### src/rtl/nhp_frame_decoder_core_defines.svh
// Assertion macros shared by the frame decoder RTL.
// Depends on nothing; files that assert take it by include.
`ifndef NHP_FRAME_DECODER_CORE_DEFINES_SVH
`define NHP_FRAME_DECODER_CORE_DEFINES_SVH

`ifndef SYNTHESIS
// Same-cycle implication, disabled while in reset.
`define NFD_ASSERT_IMP(lbl, clk, rst_n, ante, cons, msg) \
  lbl: assert property (@(posedge clk) disable iff (!(rst_n)) (ante) |-> (cons)) \
    else $error(msg);
// Next-cycle implication, disabled while in reset.
`define NFD_ASSERT_NXT(lbl, clk, rst_n, ante, cons, msg) \
  lbl: assert property (@(posedge clk) disable iff (!(rst_n)) (ante) |=> (cons)) \
    else $error(msg);
`else
`define NFD_ASSERT_IMP(lbl, clk, rst_n, ante, cons, msg)
`define NFD_ASSERT_NXT(lbl, clk, rst_n, ante, cons, msg)
`endif

`endif

### src/rtl/nfd_pkg.sv
// Types and constants of the frame decoder.
// No dependencies; used by every module of the block but nfd_in_stage.
package nfd_pkg;

  localparam int unsigned ValueW = 32;
  localparam int unsigned BlkW   = 3;

  typedef enum logic [1:0] {
    HDR_DATA0 = 2'b00,
    HDR_DATA1 = 2'b01,
    HDR_END   = 2'b10,
    HDR_LEAD  = 2'b11
  } hdr_e;

  typedef enum logic [1:0] {
    OUT_PROGRESS = 2'd0,
    OUT_COMMAND  = 2'd1,
    OUT_ADDRESS  = 2'd2,
    OUT_ERROR    = 2'd3
  } outcome_e;

  typedef enum logic [1:0] {
    ERR_NONE = 2'd0,
    ERR_LEAD = 2'd1,
    ERR_END  = 2'd2,
    ERR_DATA = 2'd3
  } err_e;

  localparam logic [BlkW-1:0] LenLong      = 3'd7;
  localparam logic [BlkW-1:0] BlocksLong   = 3'd5;

  typedef struct packed {
    logic [BlkW-1:0]   blocks_left;
    logic [ValueW-1:0] value_accum;
    logic              restart_pending;
  } state_t;

  typedef struct packed {
    outcome_e          outcome;
    err_e              error_kind;
    logic [3:0]        command_code;
    logic [5:0]        frame_address;
    logic [ValueW-1:0] frame_value;
  } result_t;

endpackage

### src/rtl/nfd_in_stage.sv
// Input register of the frame decoder: holds one received byte.
// Depends on nothing but the handshake signals from the top level.
module nfd_in_stage (
  input  logic       clk_i,
  input  logic       rst_ni,
  input  logic       rx_valid_i,
  input  logic [7:0] rx_byte_i,
  input  logic       advance_i,
  output logic       rx_stall_o,
  output logic       valid_o,
  output logic [7:0] byte_o
);

  logic       valid_q, valid_d;
  logic [7:0] byte_q;
  logic       load;

  // Stall only when full and the held byte cannot move on.
  assign rx_stall_o = valid_q && !advance_i;
  assign load       = rx_valid_i && !rx_stall_o;
  assign valid_d    = load || (valid_q && !advance_i);

  always_ff @(posedge clk_i or negedge rst_ni) begin
    if (!rst_ni) begin
      valid_q <= 1'b0;
    end else begin
      valid_q <= valid_d;
    end
  end

  always_ff @(posedge clk_i) begin
    if (load) begin
      byte_q <= rx_byte_i;
    end
  end

  assign valid_o = valid_q;
  assign byte_o  = byte_q;

endmodule

### src/rtl/nfd_step.sv
// Combinational decode of one byte against the current framing state.
// Depends on nfd_pkg for the state and result types.
module nfd_step (
  input  logic            [7:0] byte_i,
  input  nfd_pkg::state_t       state_i,
  output nfd_pkg::state_t       state_o,
  output nfd_pkg::result_t      result_o
);

  logic [nfd_pkg::BlkW-1:0] blk;
  logic [nfd_pkg::BlkW-1:0] len;

  always_comb begin
    // A finished frame, a command or an error wipes the block count first.
    blk = state_i.restart_pending ? '0 : state_i.blocks_left;
    len = byte_i[5:3];

    state_o                 = state_i;
    state_o.blocks_left     = blk;
    result_o.outcome        = nfd_pkg::OUT_PROGRESS;
    result_o.error_kind     = nfd_pkg::ERR_NONE;
    result_o.command_code   = '0;
    result_o.frame_address  = '0;
    result_o.frame_value    = '0;

    case (nfd_pkg::hdr_e'(byte_i[7:6]))
      nfd_pkg::HDR_LEAD: begin
        if (blk != '0) begin
          result_o.error_kind = nfd_pkg::ERR_LEAD;
        end
        if (len inside {3'd0, 3'd1}) begin
          state_o.value_accum   = {{(nfd_pkg::ValueW-4){1'b0}}, byte_i[3:0]};
          state_o.blocks_left   = len;
          result_o.outcome      = nfd_pkg::OUT_COMMAND;
          result_o.command_code = byte_i[3:0];
        end else if (len == nfd_pkg::LenLong) begin
          state_o.value_accum = {{(nfd_pkg::ValueW-4){1'b0}}, byte_i[3:0]};
          state_o.blocks_left = nfd_pkg::BlocksLong;
        end else begin
          state_o.value_accum = {{(nfd_pkg::ValueW-3){1'b0}}, byte_i[2:0]};
          state_o.blocks_left = len - 3'd1;
        end
      end
      nfd_pkg::HDR_END: begin
        if (blk == 3'd1) begin
          result_o.outcome       = nfd_pkg::OUT_ADDRESS;
          result_o.frame_address = byte_i[5:0];
          result_o.frame_value   = state_i.value_accum;
        end else begin
          result_o.outcome    = nfd_pkg::OUT_ERROR;
          result_o.error_kind = nfd_pkg::ERR_END;
        end
      end
      default: begin
        if (blk > 3'd1) begin
          state_o.blocks_left = blk - 3'd1;
          state_o.value_accum = {state_i.value_accum[nfd_pkg::ValueW-8:0], byte_i[6:0]};
        end else begin
          result_o.outcome    = nfd_pkg::OUT_ERROR;
          result_o.error_kind = nfd_pkg::ERR_DATA;
        end
      end
    endcase

    state_o.restart_pending = (result_o.outcome != nfd_pkg::OUT_PROGRESS);
  end

endmodule

### src/rtl/nfd_out_stage.sv
// Result register of the frame decoder with its valid/stall handshake.
// Depends on nfd_pkg for the result type.
module nfd_out_stage (
  input  logic             clk_i,
  input  logic             rst_ni,
  input  logic             load_i,
  input  nfd_pkg::result_t result_i,
  input  logic             out_stall_i,
  output logic             free_o,
  output logic             out_valid_o,
  output nfd_pkg::result_t result_o
);

  logic             valid_q, valid_d;
  nfd_pkg::result_t result_q;

  // Free when empty or when the held transaction leaves this edge.
  assign free_o  = !valid_q || !out_stall_i;
  assign valid_d = load_i || (valid_q && out_stall_i);

  always_ff @(posedge clk_i or negedge rst_ni) begin
    if (!rst_ni) begin
      valid_q <= 1'b0;
    end else begin
      valid_q <= valid_d;
    end
  end

  always_ff @(posedge clk_i) begin
    if (load_i) begin
      result_q <= result_i;
    end
  end

  assign out_valid_o = valid_q;
  assign result_o    = result_q;

endmodule

### src/rtl/nhp_frame_decoder_core.sv
// Top level of the byte-serial frame decoder: input register, decode step, result register.
// Depends on nfd_pkg, nfd_in_stage, nfd_step, nfd_out_stage and the assertion macros header.
`include "nhp_frame_decoder_core_defines.svh"

// One result per received byte, one byte per clock cycle sustained while the output
// does not stall. A byte's result is registered when it leaves the input register.
// The single decode step updates the framing state (block count, accumulator, restart
// flag) once per byte. Output stall holds the result register and, once the input
// register is also full, stalls the receive side.
module nhp_frame_decoder_core (
  input  logic        clk_i,
  input  logic        rst_ni,
  input  logic        rx_valid_i,
  output logic        rx_stall_o,
  input  logic [7:0]  rx_byte_i,
  output logic        out_valid_o,
  input  logic        out_stall_i,
  output logic [1:0]  outcome_o,
  output logic [1:0]  error_kind_o,
  output logic [3:0]  command_code_o,
  output logic [5:0]  frame_address_o,
  output logic [31:0] frame_value_o
);

  logic             in_valid;
  logic [7:0]       in_byte;
  logic             out_free;
  logic             advance;
  nfd_pkg::state_t  state_q, state_d;
  nfd_pkg::result_t step_result;
  nfd_pkg::result_t out_result;

  assign advance = in_valid && out_free;

  nfd_in_stage u_in_stage (
    .clk_i      (clk_i),
    .rst_ni     (rst_ni),
    .rx_valid_i (rx_valid_i),
    .rx_byte_i  (rx_byte_i),
    .advance_i  (advance),
    .rx_stall_o (rx_stall_o),
    .valid_o    (in_valid),
    .byte_o     (in_byte)
  );

  nfd_step u_step (
    .byte_i   (in_byte),
    .state_i  (state_q),
    .state_o  (state_d),
    .result_o (step_result)
  );

  // Commit the framing state only when the byte moves into the result register.
  always_ff @(posedge clk_i or negedge rst_ni) begin
    if (!rst_ni) begin
      state_q <= '0;
    end else if (advance) begin
      state_q <= state_d;
    end
  end

  nfd_out_stage u_out_stage (
    .clk_i       (clk_i),
    .rst_ni      (rst_ni),
    .load_i      (advance),
    .result_i    (step_result),
    .out_stall_i (out_stall_i),
    .free_o      (out_free),
    .out_valid_o (out_valid_o),
    .result_o    (out_result)
  );

  assign outcome_o       = out_result.outcome;
  assign error_kind_o    = out_result.error_kind;
  assign command_code_o  = out_result.command_code;
  assign frame_address_o = out_result.frame_address;
  assign frame_value_o   = out_result.frame_value;

  `NFD_ASSERT_NXT(a_state_hold, clk_i, rst_ni, out_valid_o && out_stall_i,
    $stable(state_q), "framing state changed while the result was stalled")
  `NFD_ASSERT_IMP(a_restart_match, clk_i, rst_ni, out_valid_o,
    state_q.restart_pending == (out_result.outcome != nfd_pkg::OUT_PROGRESS),
    "restart flag disagrees with the last outcome")
  `NFD_ASSERT_IMP(a_stall_full, clk_i, rst_ni, rx_stall_o,
    in_valid && out_valid_o && out_stall_i, "receive stall without a full pipeline")
  `NFD_ASSERT_NXT(a_advance_valid, clk_i, rst_ni, advance,
    out_valid_o, "advanced transaction did not reach the result register")

endmodule

### config.mk
export PLATFORM = sky130hd
export DESIGN_NAME = nhp_frame_decoder_core
export DESIGN_NICKNAME = d
export VERILOG_FILES = /design/src/rtl/nfd_pkg.sv /design/src/rtl/nfd_in_stage.sv /design/src/rtl/nfd_step.sv /design/src/rtl/nfd_out_stage.sv /design/src/rtl/nhp_frame_decoder_core.sv
export VERILOG_INCLUDE_DIRS = /design/src /design/src/rtl
export SDC_FILE = /design/constraint.sdc
export NUM_CORES = 1
export LEC_CHECK = 0
export BUFFER_PORTS_ARGS = -buffer_cell sky130_fd_sc_hd__buf_2
export CAP_MARGIN = 20
export CORE_MARGIN = 2
export CORE_UTILIZATION = 48
export CTS_CLUSTER_SIZE = 12
export DETAILED_ROUTE_END_ITERATION = 8
export PLACE_DENSITY = 0.72
export RECOVER_POWER = 50
export SYNTH_ARGS = -nofsm -noshare
export SYNTH_HDL_FRONTEND = slang
export SYNTH_SLANG_ARGS = --single-unit
### constraint.sdc
create_clock -name clk_i -period 2.7 [get_ports clk_i]
set_input_delay 0 -clock clk_i [delete_from_list [all_inputs] [get_ports clk_i]]
set_output_delay 0 -clock clk_i [all_outputs]
set_load 0.05 [all_outputs]
[After elaboration in Yosys (flattened, before gate mapping)]
Index checks and enable logic that the tools add are counted.
Cells by class
  add/sub/neg operators: 2
  magnitude comparators: 1
  eq/ne operators: 5
  muxes and demuxes: 11
  bitwise operators: 1
  reductions and logical operators: 19
Operators with widths (number)
  $mux 35: 3
  $pmux 35 s2: 1
  $pmux 4 s2: 1
  $eq 3x1->1 const B: 2
  $reduce_bool 2->1: 3
  $sub 3x1->3 const B: 2
  $eq 2x2->1 const B: 2
  $logic_and 1x1->1: 4
  $logic_not 1->1: 4
  $mux 4: 1
  $reduce_and 2->1: 2
  $eq 3x3->1 const B: 1
  $gt 3x1->1 const B: 1
  $logic_not 3->1: 1
  $logic_or 1x1->1: 3
  $mux 1: 3
  $mux 3: 1
  $reduce_and 3->1: 1
  $reduce_bool 3->1: 1
  $mux 2: 1
  $not 1->1: 1
Word-level totals
  register bits: 92
  input port bits: 12
  output and inout port bits: 48
  logic and storage cells: 50

[Depth between registers and ports, before layout]
  depth after elaboration: 8
  mapped depth: 7
  depth with buffers taken out: 7

[Modules after synthesis]
A second synthesis with hierarchy kept.
Unflattened totals
  cell total of the unflattened synthesis: 264
  area total of the unflattened synthesis: 4107.7 µm²
Modules (own cells, without submodules)
  nhp_frame_decoder_core: instances 1, cells an instance 77, area an instance 1463.9 µm², seq. area each 900.9 µm²
  nfd_out_stage: instances 1, cells an instance 49, area an instance 1417.6 µm², seq. area each 1406.3 µm²
  nfd_step: instances 1, cells an instance 125, area an instance 928.4 µm², seq. area each 0.0 µm²
  nfd_in_stage: instances 1, cells an instance 13, area an instance 297.8 µm², seq. area each 265.3 µm²

[Worst setup path before layout]
OpenSTA, ideal clock, no wires.
  path type: register to register
  from: register u_out_stage.valid_q, in the netlist u_out_stage.out_valid_o
  to: register state_q[3] in the netlist's numbering
  setup time: 125 ps
  arrival time: 2894 ps
  required time: 2575 ps
  slack: -319 ps
  stages on the path, launching flop included: 8
  buffers on the path: 2
  period minus slack after synthesis: 3019 ps
  path through: dfrtp_1 > nand2_1 > nand2_1 > clkinv_1 > nand2b_1 > buf_6 > buf_6 > mux2_4
On the way
  cells in the longest elaborated chain, start to end: 4
Ends and longest elaborated chain
  from (decl): line nfd_out_stage.sv:14  | logic valid_q, valid_d;
  from (signal assigned): line nfd_out_stage.sv:25  | valid_q <= valid_d;
  $logic_not 1->1: line nfd_out_stage.sv:18  | assign free_o = !valid_q || !out_stall_i;
  $logic_or 1x1->1: line nfd_out_stage.sv:18
  $logic_and 1x1->1: line nhp_frame_decoder_core.sv:33  | assign advance = in_valid && out_free;
  via advance: line nhp_frame_decoder_core.sv:28  | logic advance;
  $reduce_and 3->1 (no line)
  to (signal assigned): line nhp_frame_decoder_core.sv:58  | state_q <= state_d;
  to (decl): line nhp_frame_decoder_core.sv:29  | nfd_pkg::state_t state_q, state_d;
The timed path passes the listed nets, and every way through them passes these cells.
A chain may end at the register's enable or synchronous reset.

[Worst setup path in the final report]
  from: register state_q[0] in the netlist's numbering
  to: register u_out_stage.result_q (netlist bit u_out_stage.result_o[14]), data pin
On the way
  cells in the longest elaborated chain, start to end: 3
Ends and longest elaborated chain
  $mux 3: line nfd_step.sv:15  | blk = state_i.restart_pending ? '0 : state_i.blocks_left;
  $eq 3x1->1: line nfd_step.sv:45  | if (blk == 3'd1) begin
  $reduce_and 2->1 (no line)
  to (signal assigned): line nfd_out_stage.sv:31  | result_q <= result_i;
  to (decl): line nfd_out_stage.sv:15  | nfd_pkg::result_t result_q;
No other way between the ends.

==> results.json <==
{
  "setup_viol": 0,
  "nFillCells": 624,
  "grt.overflow.total": 0,
  "synth-seq-cells": 92,
  "synthCells": 237,
  "avgSynthCellArea_um2": 15.0,
  "gp_congestion": 0.809,
  "ios": 60,
  "wirelength_um": 6040,
  "syn_to_final_growth_pct": 19.0,
  "cts-root-buf": "clkbuf_8",
  "maxSlewViolCount": 39,
  "fin_skew_ns": 0.00532,
  "worst_slew_pin_slew_ns": 2.03,
  "synthDistinctLibCells": 41,
  "critPathKind": "reg2reg",
  "route.detailed.drc": 0,
  "fin_crit_ns": 1.97,
  "insertion_delay_ns": 0.35,
  "die_height_um": 90.2,
  "synthFlopType": "edfxtp_1",
  "start_util": 0.494,
  "multi_input_area_um2": 903,
  "crit_arrival_ns": 2.19,
  "antennaDiodeCount": 0,
  "yosysTopAreaCellShare": 0.455,
  "netlist_area_um2": 3560,
  "p_per_area_nw_per_um2": 716,
  "htree_num_levels": 3,
  "stdcell_count": 419,
  "ir_drop_v": 0.000287,
  "cts.path.max_buffers": 2,
  "max_cap_violations": 1,
  "synth_area_leader_cell": "edfxtp_1",
  "ctsResizeCount": 0,
  "initialDrtViolationCount": 133,
  "yosys-top-cells-area": "edfxtp_1 45%, dfrtp_1 27%, and2_1 6.7%",
  "vias_per_cell": 5.11,
  "hpwl_um": 3770,
  "hold_viol": 0,
  "required_ns": 2.91,
  "grtUsageTotal": 0.154,
  "hold_buffers": 12,
  "ys.warnings.count": 0,
  "hold_class": "in2reg",
  "ant_nets": 0,
  "fin_nets": 330,
  "vias": 2139,
  "cts_tree": "done",
  "rsz0062_at_grt": "no",
  "cts_setup_buffers": 0,
  "syn-num-nets": 252,
  "cp-end-kind": "flop",
  "numPortBuffers": 59,
  "tns_ns": 0,
  "dp.cells": 390,
  "status": "finished, violations left",
  "period_share": 0.731,
  "synthArstFlopShare": 0.413,
  "drive_gt1_frac": 0.116,
  "leakage_nw": 1.72,
  "grt_max_degree": 39,
  "design.die.area_um2": 8130,
  "critPathMaxFanout": 21,
  "grt_pass1_vias": 2039,
  "synth-seq-area-share": 0.722,
  "synth_edf_count": 54,
  "antenna_found_initial": 0,
  "rows": 31,
  "max_freq_mhz": 507,
  "start_kind": "flop",
  "wl_per_cell_um": 14.4,
  "maxSlewHeadroom": -0.354,
  "violations": "capacitance limit, slew limit",
  "grt_pass1_wl_um": 9980,
  "cts_buffers": 9,
  "cts.clk_slew.worst_paths_ns": 0.08,
  "dieWidth_um": 90.2,
  "firstDrtPassIters": 4,
  "seq_area_um2": 2570,
  "cts_sinks": 92,
  "core_um2": 7210
}
state kept, by name, summed over array words and instances, names as in the netlist:
register and cells:
u_out_stage.result_o 46, state_q 36, u_in_stage.byte_o 8, u_in_stage.valid_o 1, u_out_stage.out_valid_o 1
metal layers:
metal / wire length, um / share of wire / global-route usage / up-vias
met2: 2850 / 0.47 / 0.237 / 81
met1: 2760 / 0.46 / 0.209 / 1020
met5: 0 / 0 / 0 / -
met4: 106 / 0.018 / 0.0705 / 0
li1: - / - / - / 1027
met3: 335 / 0.055 / 0.0369 / 11
metrics by stage:
step	hold slack, ns	area, um^2	power [mW]	utilization	setup slack [ns]
2_1_floorplan	-0.296	3570	1.97	-	0.276
3_3_place_gp	0.141	3950	2.07	0.548	0.650
3_5_place_dp	0.152	3950	2.07	0.548	0.495
4_1_cts	0.318	4290	3.07	0.595	0.454
5_1_grt	0.351	4240	3.15	0.588	0.379
6_report	0.356	4240	3.04	0.588	0.727
area by class of cell:
| cell class | instances | area share |
|---|---|---|
| clock buffers | 12 | 0.0342 |
| flip-flops and latches | 92 | 0.606 |
| multi-input cells | 129 | 0.213 |
| well taps | 99 | 0.0292 |
| clock inverters | 4 | 0.0174 |
| repair buffers | 76 | 0.0932 |
| inverters | 7 | 0.00649 |
final timing paths:
kind | start | end | slack, ns | cells past startpoint
max | state_q[0] | u_out_stage.result_o[14] | 0.73 | 7
min | rx_byte_i[4] | u_in_stage.byte_o[4] | 0.36 | 2
max reg2reg | state_q[0] | u_out_stage.result_o[14] | 0.73 | 7
min reg2reg | state_q[30] | state_q[30] | 0.49 | 1
max in group asynchronous | rst_ni | state_q[10] | 0.77 | 2
min in group asynchronous | rst_ni | u_out_stage.out_valid_o | 0.77 | 2
cells in the mapped netlist (all sizes together), types with 4 or more instances:
library cell / number
nand2b: 4
nand2: 7
nor2: 9
a21oi: 5
buf: 6
edfxtp: 54
inv: 6
a22o: 27
dfrtp: 38
and2: 39
and3: 4
critical path, stage by stage (launching register included):
cell,delay (ns)
dfrtp_1,0.44
inv_1,0.11
nand2_1,0.13
ha_1,0.17
nand2_1,0.10
nor2_2,0.49
buf_6,0.24
and2_1,0.15
cell families (layout without fill, tap and decap cells):
| group | after synthesis | after routing | synth area share |
|---|---|---|---|
| AND/OR/NAND/NOR | 74 | 74 | 0.122 |
| AO/OA/AOI/OAI | 48 | 48 | 0.108 |
| XOR/XNOR | 1 | 1 | 0.00246 |
| multiplexers | 3 | 3 | 0.0105 |
| flip-flops | 92 | 92 | 0.722 |
| buffers and inverters | 16 | 99 | 0.0249 |
| adder cells (fa/ha/maj) | 3 | 3 | 0.0105 |
cell usage in the layout, fill, tap and decap left out, types with 2 or more instances in the layout:
cell           Yosys  layout
edfxtp_1          54      54
clkbuf_1           3      51
dfrtp_1           38      38
and2_1            38      37
a22o_1            27      27
dlygate4sd3_1      0      12
clkbuf_8           0      10
buf_2              2      10
nand2_1            7       7
nor2_1             7       7
inv_1              6       6
a21oi_1            5       5
nand2b_1           4       4
and3_1             4       4
buf_4              1       4
nand3_1            3       3
o21ai_0            3       3
ha_1               3       3
nor2b_1            2       2
a22oi_1            2       2
a2bb2oi_1          2       2
a32oi_1            2       2
mux2_2             2       2
bufinv_16          0       2
power by group:
part	switching [mW]	internal, mW
logic	0.292	0.102
clock network	0.443	0.548
registers	0.0593	1.59
total	0.795	2.24
Note: power is estimated with default switching activity, not from simulation.
